==> src/hdl/rrsc_pkg.sv <==
// ----------------------------------------------------------------------------
// rrsc_pkg
// Shared types, widths and constants of the quad-quad separating-axis core.
// ----------------------------------------------------------------------------
package rrsc_pkg;

  localparam int COORD_W      = 32;  // Q16.16 coordinate
  localparam int NORM_W       = 16;  // Q2.14 normal component
  localparam int TOL_W        = 16;  // tie tolerance register
  localparam int DEPTH_W      = 31;  // reported overlap
  localparam int PROD_W       = COORD_W + NORM_W;      // one projection term
  localparam int PROJ_W       = PROD_W + 1;            // projection, Q19.30
  localparam int OV_W         = PROJ_W + 1;            // overlap
  localparam int NORMAL_FRAC  = 14;
  localparam int DIFF_W       = COORD_W + 1;           // point difference
  localparam int RED_W        = COORD_W - 1;           // reduced difference
  localparam int SQ_W         = 2 * RED_W;             // product of two reduced
  localparam int DP_W         = SQ_W + 1;              // dot product
  localparam int DEN_W        = 46;                    // divisor bound 2^46
  localparam int T_W          = 16;                    // edge parameter
  localparam int CM_W         = DIFF_W + T_W + 1;      // edge times parameter
  localparam int DIST_W       = 64;                    // squared distance
  localparam int DEF_CORNERS  = 4;
  localparam int DEF_FRACTION_BITS = 16;
  localparam logic [TOL_W-1:0] TOL_RESET = 16'd7;

  typedef struct packed {
    logic signed [COORD_W-1:0] x;
    logic signed [COORD_W-1:0] y;
  } pt_t;

  typedef struct packed {
    logic signed [NORM_W-1:0] x;
    logic signed [NORM_W-1:0] y;
  } nrm_t;

  typedef struct packed {
    logic                   sep;
    logic [OV_W-1:0]        best;
    nrm_t                   dir;
  } sat_res_t;

  typedef struct packed {
    logic [1:0] count;
    pt_t        c1;
    pt_t        c2;
  } cont_res_t;

endpackage

==> src/hdl/rrsc_sat.sv <==
// ----------------------------------------------------------------------------
// rrsc_sat
// Separating-axis pass: streams every corner against every normal.
// ----------------------------------------------------------------------------
module rrsc_sat import rrsc_pkg::*; #(
  parameter int CORNERS = DEF_CORNERS,
  localparam int N  = 2 * CORNERS,
  localparam int AW = $clog2(N)
) (
  input  logic          clk,
  input  logic          rst_n,
  input  logic          start,
  input  pt_t           rd_corner,
  input  nrm_t          rd_normal,
  output logic [AW-1:0] corner_addr,
  output logic [AW-1:0] normal_addr,
  output logic          done,
  output sat_res_t      res
);

  logic          issue_r;
  logic [AW-1:0] ax_r, pt_r;

  // stage 1: memory data
  logic v1_r, first1_r, body1_r, last1_r, lax1_r;
  // stage 2: products
  logic v2_r, first2_r, body2_r, last2_r, lax2_r;
  logic signed [PROD_W-1:0] px2_r, py2_r;
  nrm_t n2_r;
  // stage 3: projection
  logic v3_r, first3_r, body3_r, last3_r, lax3_r;
  logic signed [PROJ_W-1:0] proj3_r;
  nrm_t n3_r;
  // stage 4: running extremes, then final extremes of one axis
  logic signed [PROJ_W-1:0] mn_r [2];
  logic signed [PROJ_W-1:0] mx_r [2];
  logic v4_r, lax4_r;
  logic signed [PROJ_W-1:0] mn0_r, mx0_r, mn1_r, mx1_r;
  nrm_t n4_r;
  // stage 5: overlap of the axis
  logic v5_r, lax5_r, sep5_r;
  logic signed [OV_W-1:0] ov5_r;
  nrm_t n5_r;
  // result
  logic have_r, sep_r, done_r;
  logic signed [OV_W-1:0] best_r;
  nrm_t dir_r;

  logic signed [PROD_W-1:0] px_c, py_c;
  logic signed [PROJ_W-1:0] mn_c, mx_c, proj_c;
  logic signed [OV_W-1:0]   o1_c, o2_c;

  assign corner_addr = pt_r;
  assign normal_addr = ax_r;

  assign px_c   = $signed(rd_normal.x) * $signed(rd_corner.x);
  assign py_c   = $signed(rd_normal.y) * $signed(rd_corner.y);
  assign proj_c = {px2_r[PROD_W-1], px2_r} + {py2_r[PROD_W-1], py2_r};
  assign mn_c   = (first3_r || proj3_r < mn_r[body3_r]) ? proj3_r : mn_r[body3_r];
  assign mx_c   = (first3_r || proj3_r > mx_r[body3_r]) ? proj3_r : mx_r[body3_r];
  assign o1_c   = {mx1_r[PROJ_W-1], mx1_r} - {mn0_r[PROJ_W-1], mn0_r};
  assign o2_c   = {mx0_r[PROJ_W-1], mx0_r} - {mn1_r[PROJ_W-1], mn1_r};

  always_ff @(posedge clk) begin
    if (!rst_n) begin
      issue_r <= 1'b0;
      ax_r    <= '0;
      pt_r    <= '0;
      v1_r    <= 1'b0;
      v2_r    <= 1'b0;
      v3_r    <= 1'b0;
      v4_r    <= 1'b0;
      v5_r    <= 1'b0;
      have_r  <= 1'b0;
      sep_r   <= 1'b0;
      done_r  <= 1'b0;
    end else begin
      // issue one corner read per cycle, axis by axis
      if (start) begin
        issue_r <= 1'b1;
        ax_r    <= '0;
        pt_r    <= '0;
      end else if (issue_r) begin
        if (pt_r == AW'(N - 1)) begin
          pt_r <= '0;
          if (ax_r == AW'(N - 1)) issue_r <= 1'b0;
          else ax_r <= ax_r + 1'b1;
        end else begin
          pt_r <= pt_r + 1'b1;
        end
      end
      v1_r <= issue_r;
      v2_r <= v1_r;
      v3_r <= v2_r;
      v4_r <= v3_r && last3_r;
      v5_r <= v4_r;
      done_r <= v5_r && lax5_r;
      if (start) begin
        have_r <= 1'b0;
        sep_r  <= 1'b0;
      end else if (v5_r) begin
        if (sep5_r) sep_r <= 1'b1;
        else if (!have_r || ov5_r < best_r) have_r <= 1'b1;
      end
    end
  end

  always_ff @(posedge clk) begin
    first1_r <= (pt_r == '0) || (pt_r == AW'(CORNERS));
    body1_r  <= (pt_r >= AW'(CORNERS));
    last1_r  <= (pt_r == AW'(N - 1));
    lax1_r   <= (ax_r == AW'(N - 1));

    {first2_r, body2_r, last2_r, lax2_r} <= {first1_r, body1_r, last1_r, lax1_r};
    px2_r <= px_c;
    py2_r <= py_c;
    n2_r  <= rd_normal;

    {first3_r, body3_r, last3_r, lax3_r} <= {first2_r, body2_r, last2_r, lax2_r};
    proj3_r <= proj_c;
    n3_r    <= n2_r;

    if (v3_r) begin
      mn_r[body3_r] <= mn_c;
      mx_r[body3_r] <= mx_c;
    end
    // the last corner of an axis always belongs to body B
    mn0_r  <= mn_r[0];
    mx0_r  <= mx_r[0];
    mn1_r  <= mn_c;
    mx1_r  <= mx_c;
    n4_r   <= n3_r;
    lax4_r <= lax3_r;

    sep5_r <= (mx0_r <= mn1_r) || (mx1_r <= mn0_r);
    ov5_r  <= (o1_c < o2_c) ? o1_c : o2_c;
    n5_r   <= n4_r;
    lax5_r <= lax4_r;

    if (v5_r && !sep5_r && (!have_r || ov5_r < best_r)) begin
      best_r <= ov5_r;
      dir_r  <= n5_r;
    end
  end

  assign done     = done_r;
  assign res.sep  = sep_r;
  assign res.best = best_r;
  assign res.dir  = dir_r;

endmodule

==> config.mk <==
export PLATFORM = sky130hd
export DESIGN_NAME = rrsc_sat
export DESIGN_NICKNAME = d
export VERILOG_FILES = /design/src/hdl/rrsc_pkg.sv /design/src/hdl/rrsc_sat.sv
export SDC_FILE = /design/constraint.sdc
export NUM_CORES = 2
export LEC_CHECK = 0
export CAP_MARGIN = 20
export CORE_MARGIN = 3
export CORE_UTILIZATION = 55
export DETAILED_ROUTE_END_ITERATION = 8
export DONT_BUFFER_PORTS = 1
export GPL_TIMING_DRIVEN = 1
export PLACE_DENSITY = 0.7
export SETUP_SLACK_MARGIN = 0.02
export SYNTH_ARGS = -nofsm -noshare
export SYNTH_HDL_FRONTEND = slang
export SYNTH_SLANG_ARGS = --single-unit
==> constraint.sdc <==
create_clock -name clk -period 18.5 [get_ports clk]
set_input_delay 0.925 -clock clk [delete_from_list [all_inputs] [get_ports clk]]
set_output_delay 0.925 -clock clk [all_outputs]
set_load 0.02 [all_outputs]
# Word-level counts from Yosys, hierarchy flattened
# Memories as Yosys holds them, arrays and structs flattened. A register that Yosys moved wholly into a read port is not among the register bits.
# Cells that the tools add are included.
word_totals:
  ff_bits: 533
  mem_bits_rw: 196
  elab_cells: 91
  mem_count: 2
memory_table:
  columns: ["memory", "depth", "word_bits", "read_ports", "rd_ports_with_merged_regs", "write_ports", "line_no", "rtl"]
  rows:
  - ["mn_r", 2, 49, 2, 2, 1, "rrsc_sat.sv:35", "logic signed [PROJ_W-1:0] mn_r [2];"]
  - ["mx_r", 2, 49, 2, 2, 1, "rrsc_sat.sv:36", "logic signed [PROJ_W-1:0] mx_r [2];"]
classes:
  addsub: 5
  n_mul: 2
  magnitude_cmp: 7
  n_eq_ne: 3
  n_mux: 10
  bitwise_logic: 3
  reduce_logical: 16
ops:
  columns: ["cell", "n"]
  rows:
  - ["$lt 50x50->1", 2]
  - ["$sub 49x49->50", 2]
  - ["$le 49x49->1", 2]
  - ["$mux 49", 2]
  - ["$mul 16x32->48", 2]
  - ["$mux 50", 1]
  - ["$add 48x48->49", 1]
  - ["$gt 49x49->1", 1]
  - ["$lt 49x49->1", 1]
  - ["$eq 3x3->1 const B", 3]
  - ["$add 3x1->3 const B", 2]
  - ["$mux 1", 6]
  - ["$reduce_and 3->1", 2]
  - ["$logic_or 1x1->1", 5]
  - ["$logic_and 1x1->1", 4]
  - ["$ge 3x3->1 const B", 1]
  - ["$logic_not 3->1", 1]
  - ["$mux 3", 1]
  - ["$not 1->1", 3]
  - ["$logic_not 1->1", 2]
  - ["$reduce_and 2->1", 1]
  - ["$reduce_or 2->1", 1]

# Logic depth before layout (Yosys ltp)
depth:
  word_depth: 5
  depth_mapped: 26
  ltp_nobuf: 25

# Worst setup path before layout
# No wires, ideal clock.
synth_path:
  path_kind: "reg2reg"
  from: "reg best_r[19]"
  to: "reg best_r[0] (enable)"
  setup_ps: 644
  arrival_ps: 8231
  required_ps: 17856
  setup_slack_ps: 9624
  stages_incl_launch_ff: 13
  n_path_buf: 0
  synth_period_minus_slack_ps: 8876
  path_cell_list: "edfxtp_1 inv_1 ha_1 a21o_1 a21o_1 a21o_1 a21o_1 a21o_1 a21o_1 a21oi_1 nor2b_1 o31a_1 a211oi_1"
synth_between:
  elab_chain_cells: 3
synth_lines:
  columns: ["element", "line_no", "rtl"]
  rows:
  - ["start: declaration", "rrsc_sat.sv:46", "logic signed [OV_W-1:0] best_r;"]
  - ["start signal: assignment", "rrsc_sat.sv:141", "best_r <= ov5_r;"]
  - ["$lt 50x50->1", "rrsc_sat.sv:140", "if (v5_r && !sep5_r && (!have_r || ov5_r < best_r)) begin"]
  - ["$logic_or 1x1->1", "rrsc_sat.sv:140", null]
  - ["$logic_and 1x1->1", "rrsc_sat.sv:140", null]
# No other way between the ends.
# A chain may end at the register's enable or synchronous reset.

# Worst setup path after layout
layout_path:
  from: "in rd_normal[31] (netlist name)"
  to: "reg px2_r[46]"
layout_between:
  elab_chain_cells: 1
layout_lines:
  columns: ["element", "line_no", "rtl"]
  rows:
  - ["start: declaration", "rrsc_sat.sv:14", "input nrm_t rd_normal,"]
  - ["$mul 16x32->48", "rrsc_sat.sv:56", "assign px_c = $signed(rd_normal.x) * $signed(rd_corner.x);"]
  - ["net px_c[46]", "rrsc_sat.sv:49", "logic signed [PROD_W-1:0] px_c, py_c;"]
  - ["end signal: assignment", "rrsc_sat.sv:115", "px2_r <= px_c;"]
  - ["end: declaration", "rrsc_sat.sv:28", "logic signed [PROD_W-1:0] px2_r, py2_r;"]
# The timed path passes the listed nets, and every way through them passes these cells.

==> impl_metrics.yaml <==
global_routing:
  overflow: 0
  grt_max_degree: 85
  grt_pass1_vias: 51600
  grt_pass1_wl_mm: 276
  antenna_found_initial: 1
  track_usage: 0.265
worst_setup_path:
  path_class: "in2reg"
  endpoint_kind: "flip-flop"
  worstPathRequired_ns: 19.07
  cp.arrival_ns: 7.54
  worst_setup_path_start_kind: "input port"
  cp_max_fo: 25
timing:
  setup_viol: 0
  fin_tns_setup_ns: 0
  maxSlewHeadroom: 0.310
  tightestPinTransition_ns: 1.03
  final_max_slew_viol_count: 0
  layout_min_cycle_time_ns: 6.97
  skew_ns: 0.0285
  rsz0062_at_grt: "false"
  timing.fmax_ghz: 0.144
  min_period_over_period: 0.377
  hold_viol: 0
logic_synthesis:
  synthCells: 7124
  yosysSeqAreaShare: 0.273
  synth_edf_count: 278
  netlist_top_cells_area: "fa_1 (28%), dfxtp_1 (16%), edfxtp_1 (12%), ha_1 (10%), inv_1 (7.3%)"
  synth_top_area_share: 0.275
  yosys_warnings: 0
  synth_ff_type: "dfxtp_1"
  synth_cell_types: 87
  synth_area_sq_um: 70900
  synth_nets: 8774
  avgSynthCellArea_sq_um: 9.95
  async_flop_share: 0
  synth_area_leader_cell: "fa_1"
  ys_ff_latch: 827
cts:
  numCtsBuffers: 89
  clkTransAtPathRegs_ns: 0.07
  hold_buffers: 0
  root_buffer: "clkbuf_16"
  clkLatencyLatePin_ns: 0.70
  cts_tree: "built"
  cts.repair.resized: 0
  htree_levels: 3
  post-cts-setup-buffers: 0
  clock_path_buffers: 3
  cts.sinks: 827
route:
  viasPerCell: 5.58
  finalWirelength_mm: 173
  num_vias: 48700
  drt_iter0_drc: 3574
  first_pass_iters: 6
  ant_nets: 0
  routedWlPerCell_um: 19.8
  drc: 0
floorplanning:
  core_sq_um: 128000
  start_util: 0.555
  die_h_um: 365
  io_pins: 189
  std_cell_rows: 131
  die_x_um: 365
  die-area_sq_um: 133000
layout:
  instances_no_fill: 8723
  mostFrequentLayoutCell: "inv_1"
  fin_util: 0.588
  final_nets: 8634
  n_antenna_cell: 0
  area_growth_pct: 6.10
  nFillCells: 11000
  final_cell_mix: "inv_1 (1371), fa_1 (975), nand2_1 (727), ha_1 (576), dfxtp_1 (548)"
  drive_above_1_share: 0.0286
  final_area_sq_um: 75200
hold_path:
  hold_class: "in2reg"
run:
  cap_violations: 0
place:
  io_buffers: 0
  placed_area_sq_um: 72200
  place.gp.congestion: 0.914
  hpwl_mm: 135
  place_inst: 8555
status:
  status: "complete, no violations"
==> metal layers <==
| metal | global-route usage | share of wire | vias to the layer above |
|---|---|---|---|
| li1 | - | - | 22400 |
| met4 | 0.115 | 0.046 | 2 |
| met3 | 0.0376 | 0.056 | 436 |
| met2 | 0.456 | 0.49 | 1536 |
| met5 | 0 | 0.000075 | - |
| met1 | 0.334 | 0.41 | 24300 |
==> state kept, by name, summed over array words and instances, names as in the netlist, 32 cells and up <==
name	cells
n3_r	32
mn0_r	49
ov5_r	50
mx_r	98
mn1_r	49
mn_r	98
n4_r	32
proj3_r	49
mx1_r	49
py2_r	48
px2_r	48
res	32
n2_r	32
n5_r	32
mx0_r	49
best_r	50
==> final timing paths <==
path            startpoint   endpoint  slack, ns  depth (start not counted)
min          rd_normal[26]   n2_r[26]       0.25                          0
min reg2reg        n2_r[0]    n3_r[0]       0.32                          0
max reg2reg       mx1_r[0]   ov5_r[3]      12.27                         23
max          rd_normal[31]  px2_r[46]      11.53                         20
==> through the flow <==
| stage | hold WS [ns] | worst slack (ns) |
|---|---|---|
| floorplan | 0.310 | 9.62 |
| global placement | 0.310 | 11.04 |
| detailed placement | 0.312 | 10.94 |
| CTS | 0.193 | 11.67 |
| global route | 0.213 | 11.10 |
| finish | 0.246 | 11.53 |
==> layout make-up <==
class | instances | area [sq um] | area share
timing repair buffer | 11 | 95.1 | 0.00126
multi-input combinational | 4683 | 45500 | 0.605
sequential | 827 | 19300 | 0.257
inverter | 1372 | 5150 | 0.0685
tap | 1662 | 2080 | 0.0276
clock buffer | 120 | 2500 | 0.0332
clock inverter | 48 | 546 | 0.00725
==> logic make-up after synthesis <==
| family | count (synthesis) | share of synthesized area |
|---|---|---|
| simple gates | 1725 | 0.118 |
| buf+inv | 1614 | 0.0859 |
| fa+ha+maj | 1551 | 0.377 |
| compound gates | 970 | 0.0887 |
| flops | 827 | 0.273 |
| xor+xnor | 230 | 0.0284 |
| mux | 207 | 0.0293 |
==> critical path, cell delays in order <==
cell and delay (ns):
inv_1 0.73, nor2_1 0.15, fa_1 0.54, fa_1 0.42, fa_1 0.51, fa_1 0.43, fa_1 0.49, inv_1 0.05
fa_1 0.47, inv_1 0.04, ha_1 0.32, o21ai_1 0.27, a2111oi_0 0.18, a32oi_1 0.30, nand4_1 0.12, o21ai_1 0.31
o22ai_1 0.16, a311oi_1 0.63, o41ai_2 0.16, o311ai_0 0.34
==> cells in the mapped netlist, drive strengths merged, types with 164 or more instances <==
master / count
inv: 1372
edfxtp: 278
ha: 576
nand2: 727
dfxtp: 549
xnor2: 164
nor2: 210
clkbuf: 214
o21ai: 185
and2: 426
a21o: 187
a21oi: 297
mux2i: 204
fa: 975
Power is left out: the tool's default activity adds up to more than one toggle a clock period on the data nets, which glitch-free logic cannot reach.
