**src/hdl/rrsc_pkg.sv**
```systemverilog
// ----------------------------------------------------------------------------
// rrsc_pkg
// Shared types, widths and constants of the quad-quad separating-axis core.
// ----------------------------------------------------------------------------
package rrsc_pkg;

  localparam int COORD_W      = 32;  // Q16.16 coordinate
  localparam int NORM_W       = 16;  // Q2.14 normal component
  localparam int TOL_W        = 16;  // tie tolerance register
  localparam int DEPTH_W      = 31;  // reported overlap
  localparam int PROD_W       = COORD_W + NORM_W;      // one projection term
  localparam int PROJ_W       = PROD_W + 1;            // projection, Q19.30
  localparam int OV_W         = PROJ_W + 1;            // overlap
  localparam int NORMAL_FRAC  = 14;
  localparam int DIFF_W       = COORD_W + 1;           // point difference
  localparam int RED_W        = COORD_W - 1;           // reduced difference
  localparam int SQ_W         = 2 * RED_W;             // product of two reduced
  localparam int DP_W         = SQ_W + 1;              // dot product
  localparam int DEN_W        = 46;                    // divisor bound 2^46
  localparam int T_W          = 16;                    // edge parameter
  localparam int CM_W         = DIFF_W + T_W + 1;      // edge times parameter
  localparam int DIST_W       = 64;                    // squared distance
  localparam int DEF_CORNERS  = 4;
  localparam int DEF_FRACTION_BITS = 16;
  localparam logic [TOL_W-1:0] TOL_RESET = 16'd7;

  typedef struct packed {
    logic signed [COORD_W-1:0] x;
    logic signed [COORD_W-1:0] y;
  } pt_t;

  typedef struct packed {
    logic signed [NORM_W-1:0] x;
    logic signed [NORM_W-1:0] y;
  } nrm_t;

  typedef struct packed {
    logic                   sep;
    logic [OV_W-1:0]        best;
    nrm_t                   dir;
  } sat_res_t;

  typedef struct packed {
    logic [1:0] count;
    pt_t        c1;
    pt_t        c2;
  } cont_res_t;

endpackage

```
**src/hdl/rrsc_mem.sv**
```systemverilog
// ----------------------------------------------------------------------------
// rrsc_mem
// Corner and normal stores: one write port, registered reads.
// ----------------------------------------------------------------------------
module rrsc_mem import rrsc_pkg::*; #(
  parameter int CORNERS = DEF_CORNERS,
  localparam int AW = $clog2(2 * CORNERS)
) (
  input  logic          clk,
  input  logic          wr_en,
  input  logic [AW-1:0] wr_addr,
  input  pt_t           wr_pt,
  input  nrm_t          wr_nrm,
  input  logic [AW-1:0] ra_addr,
  input  logic [AW-1:0] rb_addr,
  input  logic [AW-1:0] rn_addr,
  output pt_t           ra_data,
  output pt_t           rb_data,
  output nrm_t          rn_data
);

  pt_t  corner_mem [2*CORNERS];
  nrm_t normal_mem [2*CORNERS];

  always_ff @(posedge clk) begin
    if (wr_en) begin
      corner_mem[wr_addr] <= wr_pt;
      normal_mem[wr_addr] <= wr_nrm;
    end
    ra_data <= corner_mem[ra_addr];
    rb_data <= corner_mem[rb_addr];
    rn_data <= normal_mem[rn_addr];
  end

endmodule

```
**config.mk**
```make
export PLATFORM = sky130hd
export DESIGN_NAME = rrsc_mem
export DESIGN_NICKNAME = d
export VERILOG_FILES = /design/src/hdl/rrsc_pkg.sv /design/src/hdl/rrsc_mem.sv
export SDC_FILE = /design/constraint.sdc
export NUM_CORES = 1
export LEC_CHECK = 0
export BUFFER_PORTS_ARGS = -buffer_cell sky130_fd_sc_hd__buf_2
export CORE_ASPECT_RATIO = 0.7
export CORE_MARGIN = 2
export CORE_UTILIZATION = 40
export CTS_CLUSTER_DIAMETER = 60
export DETAILED_ROUTE_END_ITERATION = 12
export HOLD_SLACK_MARGIN = 0.05
export PLACE_DENSITY_LB_ADDON = 0.05
export SYNTH_ARGS = -nofsm -noshare
export SYNTH_HDL_FRONTEND = slang
export SYNTH_SLANG_ARGS = --single-unit
export TNS_END_PERCENT = 1
```
**constraint.sdc**
```tcl
create_clock -name clk -period 10.3 [get_ports clk]
set_input_delay 2.06 -clock clk [delete_from_list [all_inputs] [get_ports clk]]
set_output_delay 2.06 -clock clk [all_outputs]
set_load 0.03 [all_outputs]
```
-- After elaboration in Yosys (flattened, before gate mapping)
Memory sizes are Yosys's and may differ from the RTL's. A register that Yosys moved wholly into a read port is not among the register bits.
Cells that the tools add are included.
W data, S select, Z words.
- flip-flop bits (word level): 0
- RAM bits: 768
- input bits: 110
- output and inout bits: 160
- memories: 2
- memories (memory ; words ; bits a word ; read ports ; clocked after memory_dff ; write ports ; line ; source):
    corner_mem ; 8 ; 64 ; 2 ; 2 ; 1 ; rrsc_mem.sv:22 ; pt_t corner_mem [2*CORNERS];
    normal_mem ; 8 ; 32 ; 1 ; 1 ; 1 ; rrsc_mem.sv:23 ; nrm_t normal_mem [2*CORNERS];
- multiplexer cells: 2
- operators with widths (operator ; number):
    $mux W1 ; 2

-- Depth between registers and ports, before layout
Gate-level depths: netlist of the first run.
- depth in word-level cells: 2
- gate-level depth with buffers: 4
- gate-level depth less buffers: 2

-- Least setup slack after synthesis of the first run
No wires, ideal clock.
- kind: input -> register
- from: in wr_addr[1]
- to: mem corner_mem[0][0] in the netlist's numbering (enable)
- setup time: 670 ps
- arrival time: 8734 ps
- required time: 9630 ps
- setup slack: 896 ps
- stages: 2
- path buffers: 0
- cell sequence: nand2b_1 -> nor3_1
- RTL lines (item ; line ; source):
    start, declared ; rrsc_mem.sv:11 ; input logic [AW-1:0] wr_addr,
    end, declared ; rrsc_mem.sv:22 ;
Straight into the memory's write port.

==> summary.txt, run 1 <==
Clock tree
  – CTS clk-pin slew, worst paths: 60 ps
  – H-tree depth: 3
  – Post_cts resized: 0
  – Clk root buf: clkbuf_16
  – Worst skew pair latency: 660 ps
  – CTS Sinks: 928
  – Post-CTS Setup Inserts: 0
  – Cts hold-fix bufs: 0
  – Num CTS Buffers: 93
  – CTS max path bufs: 3
  – CTS tree: built

Drt
  – Drt initial violations: 1363
  – Via count: 16500
  – Number of routed nets with antenna violations: 0
  – WL final: 82.5 mm
  – Residual DRC: 0
  – TritonRoute pass-1 iters: 5
  – Drt wl/cell: 27.0 um
  – Vias/cell: 5.41

Placed design
  – Dpl cells: 2882
  – Routability Congestion: 0.741
  – Post-DP HPWL: 46.4 mm
  – # port buffers: 269

Timing
  – Worst-Margin Slew: 1050 ps
  – Worst slew margin: 0.297
  – Final Hold Fails: 0
  – Setup-failing EPs final: 0
  – Setup_tns: 0 ps
  – Max Fclk: 224 MHz
  – Min cycle time layout: 4460 ps
  – Final period util: 0.433
  – Max Slew Vio Count: 0
  – Final hold slack: 679 ps
  – Worst Skew: 15.5 ps
  – RSZ-0062 raised after global routing: no

Hold path
  – HP Class: reg -> reg

Synthesis
  – Share of the synthesized area in the top cell type: 0.643
  – Yosys top cell by area: edfxtp_1
  – Syn Nets: 1619
  – Cells after Synth: 1509
  – Post-Synthesis Cell Area: 35900 um^2
  – Synth Register Bits: 928
  – Yosys synthesis warning count: 0
  – Syn avg cell area: 23.8 um^2
  – Sequential area share after synthesis: 0.732
  – Unique masters post-synth: 14
  – Synth area leaders: edfxtp_1 (64%), mux4_2 (20%), dfxtp_1 (8.9%)

Layout
  – Fillers: 7286
  – Nets@finish: 1925
  – Final std cells w/o fill: 3059
  – FF+latch area: 26300 um^2
  – Layout area overhead: 15.4%
  – Share of layout cells above drive strength 1: 0.486
  – Footprint of the multi-input gates: 9120 um^2

Setup path
  – Critical path fanouts, max: 71
  – Element type at the critical path end: flop
  – Crit path buf inv count: 3
  – Crit-path most repeated cell: buf_4
  – Critical Path RT: 10830 ps
  – CP Cell Sequence: clkbuf_8 > buf_4 > buf_4 > mux4_2 > mux2_2
  – Top delay family on crit path: buffers and inverters
  – Delay of the slowest cell on the worst path: 720 ps
  – WP data arrival: 4990 ps
  – Crit path launch type: input port
  – Kind of critical path: in -> reg
  – CP max-delay cell: clkbuf_8

Global routing
  – Largest net degree at the start of global routing: 80
  – Gr ovfl total: 0
  – Initial antenna violation count: 12
  – Vias in the first global route: 18000
  – First-pass GRT wire length: 121 mm
  – GRT Total Usage: 0.181

Floorplan
  – # IOs: 270
  – Die H: 255 um
  – Die Width: 362 um
  – Core Footprint: 88500 um^2
  – Row cnt: 91
  – Initial Util: 0.406
  – Die area: 92200 um^2

Power
  – Power per standard cell area: 199 nW/um^2
  – Power consumption: 0.00826 W
  – Leak pwr: 13.7 nW
  – Maximum vdd ir drop: 0.108 mV

Run
  – # Max-Cap Violations: 0

Outcome
  – Status: completed
==> metal layers <==
metal  track usage  vias up  routed length [um]
li1              -     7070                   -
met1         0.240     8909               35500
met2         0.306      414               41400
met3        0.0334      138                3700
met4        0.0523       12                1830
met5             0        -                  70
==> cell usage after synthesis, drive strengths merged <==
| cell | number |
|---|---|
| buf | 66 |
| clkbuf | 22 |
| dfxtp | 160 |
| edfxtp | 768 |
| mux2 | 160 |
| mux4 | 320 |
| nand2 | 2 |
| nand2b | 3 |
| nor2 | 6 |
| nor3 | 2 |
==> kinds of logic (layout without fill, tap and decap cells) <==
group,count (synthesis),count (layout),synth area share
flip-flops,928,928,0.732
other,0,1,0
buffers and inverters,88,475,0.0154
AND/OR/NAND/NOR,13,13,0.00164
multiplexers,480,480,0.251
==> report_power, final <==
group | leakage [nW] | internal, W | switching [W]
sequential | 8.33 | 0.00424 | 0.0000627
clock | 1.45 | 0.00186 | 0.00141
combinational | 3.92 | 0.000280 | 0.000401
==> final cells by class <==
class,instances,share of cell area
clock buffer,130,0.0635
sequential,928,0.634
tap,1162,0.0351
multi-input combinational,493,0.220
timing repair buffer,299,0.0389
antenna,1,0.0000604
clock inverter,46,0.00801
==> worst paths after layout <==
| check | startpoint | end | slack (ps) | depth (start not counted) |
|---|---|---|---|---|
| worst max-delay path | rb_addr[0] | rb_data[18] | 5840 | 5 |
| worst min-delay path | normal_mem[6][16] | rn_data[16] | 680 | 2 |
| worst max register to register | corner_mem[2][57] | ra_data[57] | 8990 | 2 |
| worst min register to register | normal_mem[6][16] | rn_data[16] | 680 | 2 |
==> metrics by stage <==
step                      instance area [um^2]  worst slack (ps)  utilization
after floorplan                          35900               896            -
after global placement                   38500              5110        0.435
after detailed placement                 38500              5050        0.435
after CTS                                41400              5750        0.468
after global routing                     41400              5550        0.468
final                                    41400              5840        0.468
==> flip-flops by register name (all words and copies together) (netlist names) <==
name	flops
ra_data	64
rn_data	32
normal_mem	256
rb_data	64
corner_mem	512
==> layout by cell type (no fill, tap or decap), types with 4 or more instances in the layout <==
cell type,synthesis,routed
buf_2,6,262
clkbuf_1,21,24
mux2_2,160,160
mux4_2,320,320
clkbuf_8,0,12
clkbuf_16,0,96
clkinv_1,0,18
clkinv_4,0,4
edfxtp_1,768,768
buf_4,13,33
dfxtp_1,160,160
clkinv_2,0,13
inv_6,0,4
nor2_4,0,6
==> worst reg2reg max path, stage by stage, from the launching register on <==
cell,delay [ps]
edfxtp_1,420
mux4_2,480
mux2_2,290
No activity file was read; power rests on OpenSTA's default activity.
==> run 2, diff against run 1 <==
==> constraint.sdc (replaced) <==
create_clock -name clk -period 3.6 [get_ports clk]
set_input_delay 0.72 -clock clk [delete_from_list [all_inputs] [get_ports clk]]
set_output_delay 0.72 -clock clk [all_outputs]
set_load 0.03 [all_outputs]
==> summary.txt, run 2 (synthesized netlist as in run 1, its figures left out) <==
Clock tree
  – Cts hold-fix bufs: 0 (unchanged)
  – Num CTS Buffers: 94 (+1.1%)
  – CTS tree: built
  – Post-CTS Setup Inserts: 0 (unchanged)
  – Post_cts resized: 0 (unchanged)
  – CTS Sinks: 928 (unchanged)
  – CTS max path bufs: 3 (unchanged)
  – H-tree depth: 3 (unchanged)
  – CTS clk-pin slew, worst paths: 70 ps (about the same)
  – Clk root buf: clkbuf_16
  – Worst skew pair latency: 670 ps (about the same)

Drt
  – Residual DRC: 0 (unchanged)
  – Drt initial violations: 1117 (-18%)
  – Drt wl/cell: 27.4 um (+1.5%)
  – Vias/cell: 5.38 (-0.59%)
  – Via count: 16600 (+0.32%)
  – Number of routed nets with antenna violations: 0 (unchanged)
  – WL final: 84.5 mm (+2.4%)
  – TritonRoute pass-1 iters: 5 (unchanged)

Setup path
  – Critical Path RT: 2880 ps (-7950 ps)
  – Worst r2r src: corner_mem[5][47]
  – Crit path launch type: flop
  – CP Cell Sequence: buf_2
  – Worst Setup SP: ra_data[22]
  – Element type at the critical path end: output pin
  – Top delay family on crit path: flip-flops
  – Critical path fanouts, max: 1 (-99%)
  – Kind of critical path: reg -> out
  – CP max-delay cell: dfxtp_1
  – Delay of the slowest cell on the worst path: 430 ps (-290 ps)
  – WP data arrival: 1330 ps (-3660 ps)
  – Crit path buf inv count: 1 (-2)

Global routing
  – First-pass GRT wire length: 124 mm (+2.6%)
  – Vias in the first global route: 18000 (+0.22%)
  – Largest net degree at the start of global routing: 59 (-26%)
  – Initial antenna violation count: 13 (+1)
  – GRT Total Usage: 0.187 (+0.00579)
  – Gr ovfl total: 0 (unchanged)

Layout
  – Nets@finish: 1954 (+1.5%)
  – Largest Register: corner_mem
  – Share of layout cells above drive strength 1: 0.504 (+0.0181)
  – Top flop regs: corner_mem x512, normal_mem x256
  – Most common library cell in the layout ignoring fill and taps: edfxtp_1
  – Max reg flops: 512 (unchanged)
  – Most frequent cells in the layout: edfxtp_1 (768), mux4_2 (320), buf_2 (262)
  – Final std cells w/o fill: 3087 (+0.92%)
  – Layout area overhead: 17.8%

Timing
  – Final period util: 0.570
  – Final Hold Fails: 0 (unchanged)
  – Min cycle time layout: 2050 ps
  – Max Fclk: 487 MHz
  – RSZ-0062 raised after global routing: no
  – Setup-failing EPs final: 0 (unchanged)
  – Max Slew Vio Count: 0 (unchanged)
  – Worst-Margin Slew: 851 ps (-204 ps)
  – Worst slew margin: 0.433 (+0.136)
  – Worst Skew: 16.1 ps (+0.663 ps)

Floorplan
  – Die H: 255 um (unchanged)
  – Row cnt: 91 (unchanged)
  – Initial Util: 0.406 (unchanged)
  – Core Footprint: 88500 um^2 (unchanged)
  – Die area: 92200 um^2 (unchanged)
  – Die Width: 362 um (unchanged)
  – # IOs: 270 (unchanged)

Hold path
  – HP Class: in -> reg
  – Worst Hold Launch: wr_nrm[2]

Placed design
  – Post-DP HPWL: 49.3 mm (+6.4%)
  – Routability Congestion: 0.750 (+1.2%)
  – Dpl cells: 2910 (+0.97%)
  – # port buffers: 269 (unchanged)

Power
  – Power per standard cell area: 575 nW/um^2 (+190%)
  – Leak pwr: 14.1 nW (+2.8%)
  – Clk pwr share: 0.411 (+0.014)
  – Sw Pwr: 0.00550 W (+190%)
  – Cell internal pwr: 0.0188 W (+190%)
  – Combinational fraction of design power: 0.083 (about the same)
  – Maximum vdd ir drop: 0.347 mV (+220%)
  – Net Sw Frac: 0.226 (-0.00113)
  – Register share of total power: 0.506 (-0.015)
  – Power consumption: 0.0243 W (+190%)

Run
  – # Max-Cap Violations: 0 (unchanged)

Outcome
  – Status: completed
## run 2: cell count changes in the layout (fill, tap and decap cells not counted), sizes merged
cell / delta
buf: +28
bufinv: +6
clkbuf: -4
clkinv: -7
clkinvlp: +5
diode: +1
inv: -1
## run 2: layout make-up
type,instances,area (um^2)
sequential,928,26300
fill,7260,46200
clock inverter,49,519
timing repair buffer,327,2230
tap,1162,1450
clock buffer,126,2660
antenna,2,5.00
multi-input combinational,493,9140
## run 2: per-layer routing
metal / track usage / routed length (um)
met1: 0.251 / 36700
met2: 0.301 / 41100
met3: 0.0544 / 4870
met4: 0.0460 / 1680
met5: 0 / 106
## run 2: path summary, 6_finish.rpt
check	to	slack, ps	depth (start not counted)
min reg2reg	rn_data[4]	680	2
max reg2reg	rb_data[47]	2310	2
max	ra_data[22]	1550	1
min	normal_mem[1][2]	310	1
## run 2: power by group through the flow
| stage | clock network [W] | registers (W) | logic (W) |
|---|---|---|---|
| floorplan | 0 | 0.0129 | 0.000944 |
| global placement | 0 | 0.0125 | 0.00205 |
| detailed placement | 0 | 0.0125 | 0.00206 |
| CTS | 0.0103 | 0.0123 | 0.00207 |
| global route | 0.0107 | 0.0123 | 0.00216 |
| finish | 0.0100 | 0.0123 | 0.00202 |
## run 2: stage by stage
step | setup TNS (ps) | setup WS [ps] | hold WS (ps) | util | instance area [um^2]
floorplan | -137370 | -245 | 657 | - | 35900
detailed placement | 0 | 981 | 670 | 0.442 | 39100
CTS | 0 | 1520 | 256 | 0.478 | 42300
global placement | 0 | 995 | 668 | 0.442 | 39100
finish | 0 | 1550 | 313 | 0.478 | 42300
global route | 0 | 1490 | 277 | 0.478 | 42300
==> run 3, diff against run 2 <==
--- a/config.mk
+++ b/config.mk
@@ -5,6 +5,7 @@
 export SDC_FILE = /design/constraint.sdc
 export NUM_CORES = 1
 export LEC_CHECK = 0
+export ABC_AREA = 1
 export BUFFER_PORTS_ARGS = -buffer_cell sky130_fd_sc_hd__buf_2
 export CORE_ASPECT_RATIO = 0.7
 export CORE_MARGIN = 2
==> constraint.sdc (replaced) <==
create_clock -name clk -period 2.1 [get_ports clk]
set_input_delay 0.42 -clock clk [delete_from_list [all_inputs] [get_ports clk]]
set_output_delay 0.42 -clock clk [all_outputs]
set_load 0.03 [all_outputs]
==> summary.txt, run 3 <==
Hold path
  – Hold Path Stages: 1 (unchanged)
  – Worst Hold Launch: wr_nrm[6]
  – HP Class: in -> reg
  – Hold Path End: normal_mem[2][6]

Setup path
  – WP data arrival: 1440 ps (+110 ps)
  – Element type at the critical path end: output pin
  – Crit path launch type: flop
  – Crit path buf inv count: 1 (unchanged)
  – Critical path fanouts, max: 1 (unchanged)
  – R2R cell count: 6 (+4)
  – Worst r2r src: corner_mem[0][7]
  – Top delay family on crit path: flip-flops
  – Reg-to-Reg End: ra_data[7]
  – CP Cell Sequence: buf_2
  – Critical Path RT: 1680 ps (-1200 ps)
  – Kind of critical path: reg -> out
  – Setup slack, reg-to-reg: 1060 ps (-1250 ps)
  – Delay of the slowest cell on the worst path: 500 ps (+70 ps)
  – CP max-delay cell: dfxtp_1

Timing
  – Worst Skew: 17.6 ps (+1.47 ps)
  – Final Hold Fails: 0 (unchanged)
  – Min cycle time layout: 1860 ps
  – Final worst slack: 236 ps (-1310 ps)
  – Worst slew margin: 0.610 (+0.178)
  – Final period util: 0.888
  – Max Slew Vio Count: 0 (unchanged)
  – RSZ-0062 raised after global routing: no
  – Setup-failing EPs final: 0 (unchanged)
  – Max Fclk: 536 MHz
  – Worst-Margin Slew: 585 ps (-266 ps)
  – Final hold slack: 82.6 ps (-231 ps)

Synthesis
  – Yosys top cell by area: edfxtp_1
  – Synth async-reset ratio: 0 (unchanged)
  – Post-Synthesis Cell Area: 41800 um^2 (+17%)
  – Sequential area share after synthesis: 0.628 (-0.104)
  – Syn Nets: 4796 (+200%)
  – Main synth FF type: edfxtp_1
  – Unique masters post-synth: 14 (unchanged)
  – Most frequent cell after synthesis: nand2_1
  – Share of the synthesized area in the top cell type: 0.551 (-0.0913)
  – Leading cell types by count after synthesis: nand2_1 (2086), inv_1 (775), edfxtp_1 (768)
  – Cells after Synth: 4686 (+210%)
  – Syn avg cell area: 8.93 um^2 (-62%)
  – Synth Register Bits: 928 (unchanged)
  – Yosys synthesis warning count: 0 (unchanged)
  – Synth area leaders: edfxtp_1 (55%), nand2_1 (19%), dfxtp_1 (7.7%)
  – EDFF count, synth: 768 (unchanged)

Global routing
  – First-pass GRT wire length: 185 mm (+49%)
  – GRT Total Usage: 0.227 (+0.0400)
  – Gr ovfl total: 0 (unchanged)
  – Largest net degree at the start of global routing: 95 (+61%)
  – Initial antenna violation count: 8 (-5)
  – Vias in the first global route: 29600 (+64%)

Placed design
  – DP Worst Slack: 186 ps (-794 ps)
  – Routability Congestion: 0.773 (+3.1%)
  – Placed Instance Area: 45100 um^2 (+15%)
  – Post-DP HPWL: 70.4 mm (+43%)
  – # port buffers: 269 (unchanged)

Power
  – Maximum vdd ir drop: 0.573 mV (+65%)
  – Power per standard cell area: 898 nW/um^2 (+56%)
  – Power consumption: 0.0443 W (+82%)
  – Leak pwr: 23.2 nW (+65%)

Layout
  – Max reg flops: 512 (unchanged)
  – Layout area overhead: 18.0%
  – Footprint of the multi-input gates: 11200 um^2 (+22%)
  – Top flop regs: corner_mem x512, normal_mem x256
  – Most common library cell in the layout ignoring fill and taps: nand2_1
  – FF+latch area: 26300 um^2 (unchanged)
  – Nets@finish: 5096 (+160%)
  – Fillers: 9859 (+36%)
  – Share of layout cells above drive strength 1: 0.107 (-0.397)
  – Design Area, Final: 49400 um^2 (+17%)
  – Largest Register: corner_mem
  – Most frequent cells in the layout: nand2_1 (2080), inv_1 (769), edfxtp_1 (768)

Floorplan
  – Die area: 107000 um^2 (+16%)
  – Initial Util: 0.402 (-0.00313)
  – Core Footprint: 104000 um^2 (+17%)
  – # IOs: 270 (unchanged)
  – Row cnt: 99 (+8.8%)
  – Die H: 275 um (+7.8%)
  – Die Width: 391 um (+7.9%)

Drt
  – Drt initial violations: 2888 (+160%)
  – Vias/cell: 4.80 (-11%)
  – Number of routed nets with antenna violations: 0 (unchanged)
  – WL final: 122 mm (+44%)
  – Drt wl/cell: 18.9 um (-31%)
  – Via count: 30900 (+86%)
  – TritonRoute pass-1 iters: 5 (unchanged)
  – Residual DRC: 0 (unchanged)

Run
  – # Max-Cap Violations: 0 (unchanged)

Clock tree
  – Cts hold-fix bufs: 84 (+84)
  – Worst skew pair latency: 680 ps (about the same)
  – H-tree depth: 3 (unchanged)
  – Num CTS Buffers: 96 (+2.1%)
  – CTS max path bufs: 3 (unchanged)
  – Clk root buf: clkbuf_16
  – Post_cts resized: 0 (unchanged)
  – CTS Sinks: 928 (unchanged)
  – CTS tree: built
  – CTS clk-pin slew, worst paths: 60 ps (about the same)
  – Post-CTS Setup Inserts: 0 (unchanged)

Outcome
  – Status: completed
==> run 3: cell count changes after synthesis, sizes merged, moves of 3 or more <==
cell / change
clkbuf: -4
nand2b: -3
mux4: -320
nand3: +640
inv: +780
nand2: +2084
buf: +160
mux2: -160
==> run 3: stage by stage <==
step | setup TNS [ps] | util | cells
floorplan | -204590 | - | 4686
global placement | 0 | 0.434 | 6167
detailed placement | 0 | 0.434 | 6167
CTS | 0 | 0.475 | 6432
global route | 0 | 0.475 | 6434
finish | 0 | 0.475 | 6435
==> run 3: final cells by class <==
type | instances | share of cell area
sequential | 928 | 0.532
clock inverter | 36 | 0.0103
antenna | 3 | 0.000152
clock buffer | 145 | 0.0599
inverter | 780 | 0.0609
multi-input combinational | 2734 | 0.226
tap | 1363 | 0.0345
timing repair buffer | 446 | 0.0757
==> run 3: metal layers <==
layer | track usage | routed length (um)
met4 | 0.0551 | 2610
met5 | 0 | 13
met2 | 0.343 | 52500
met1 | 0.342 | 59300
met3 | 0.0335 | 7100
==> run 3: logic make-up after synthesis <==
kind of cell,count (synthesis),synth area share
AND/OR/NAND/NOR,2734,0.264
buffers and inverters,1024,0.108
flip-flops,928,0.628
==> run 3: worst max path at each step <==
| stage | start | end | slack [ps] | cells past startpoint |
|---|---|---|---|---|
| CTS | rb_data[42] | rb_data[42] | 160 | 1 |
| floorplan | wr_addr[0] | corner_mem[6][0] | -280 | 3 |
| global route | rb_data[42] | rb_data[42] | 150 | 1 |
| detailed placement | wr_addr[2] | normal_mem[2][29] | 190 | 5 |
| finish | rb_data[1] | rb_data[1] | 240 | 1 |
| global placement | wr_addr[2] | normal_mem[2][27] | 210 | 5 |
==> run 3: report_power, final <==
part | internal, W | total, W | switching (W)
sequential | 0.0207 | 0.0210 | 0.000241
clock | 0.0112 | 0.0187 | 0.00743
combinational | 0.00135 | 0.00470 | 0.00334
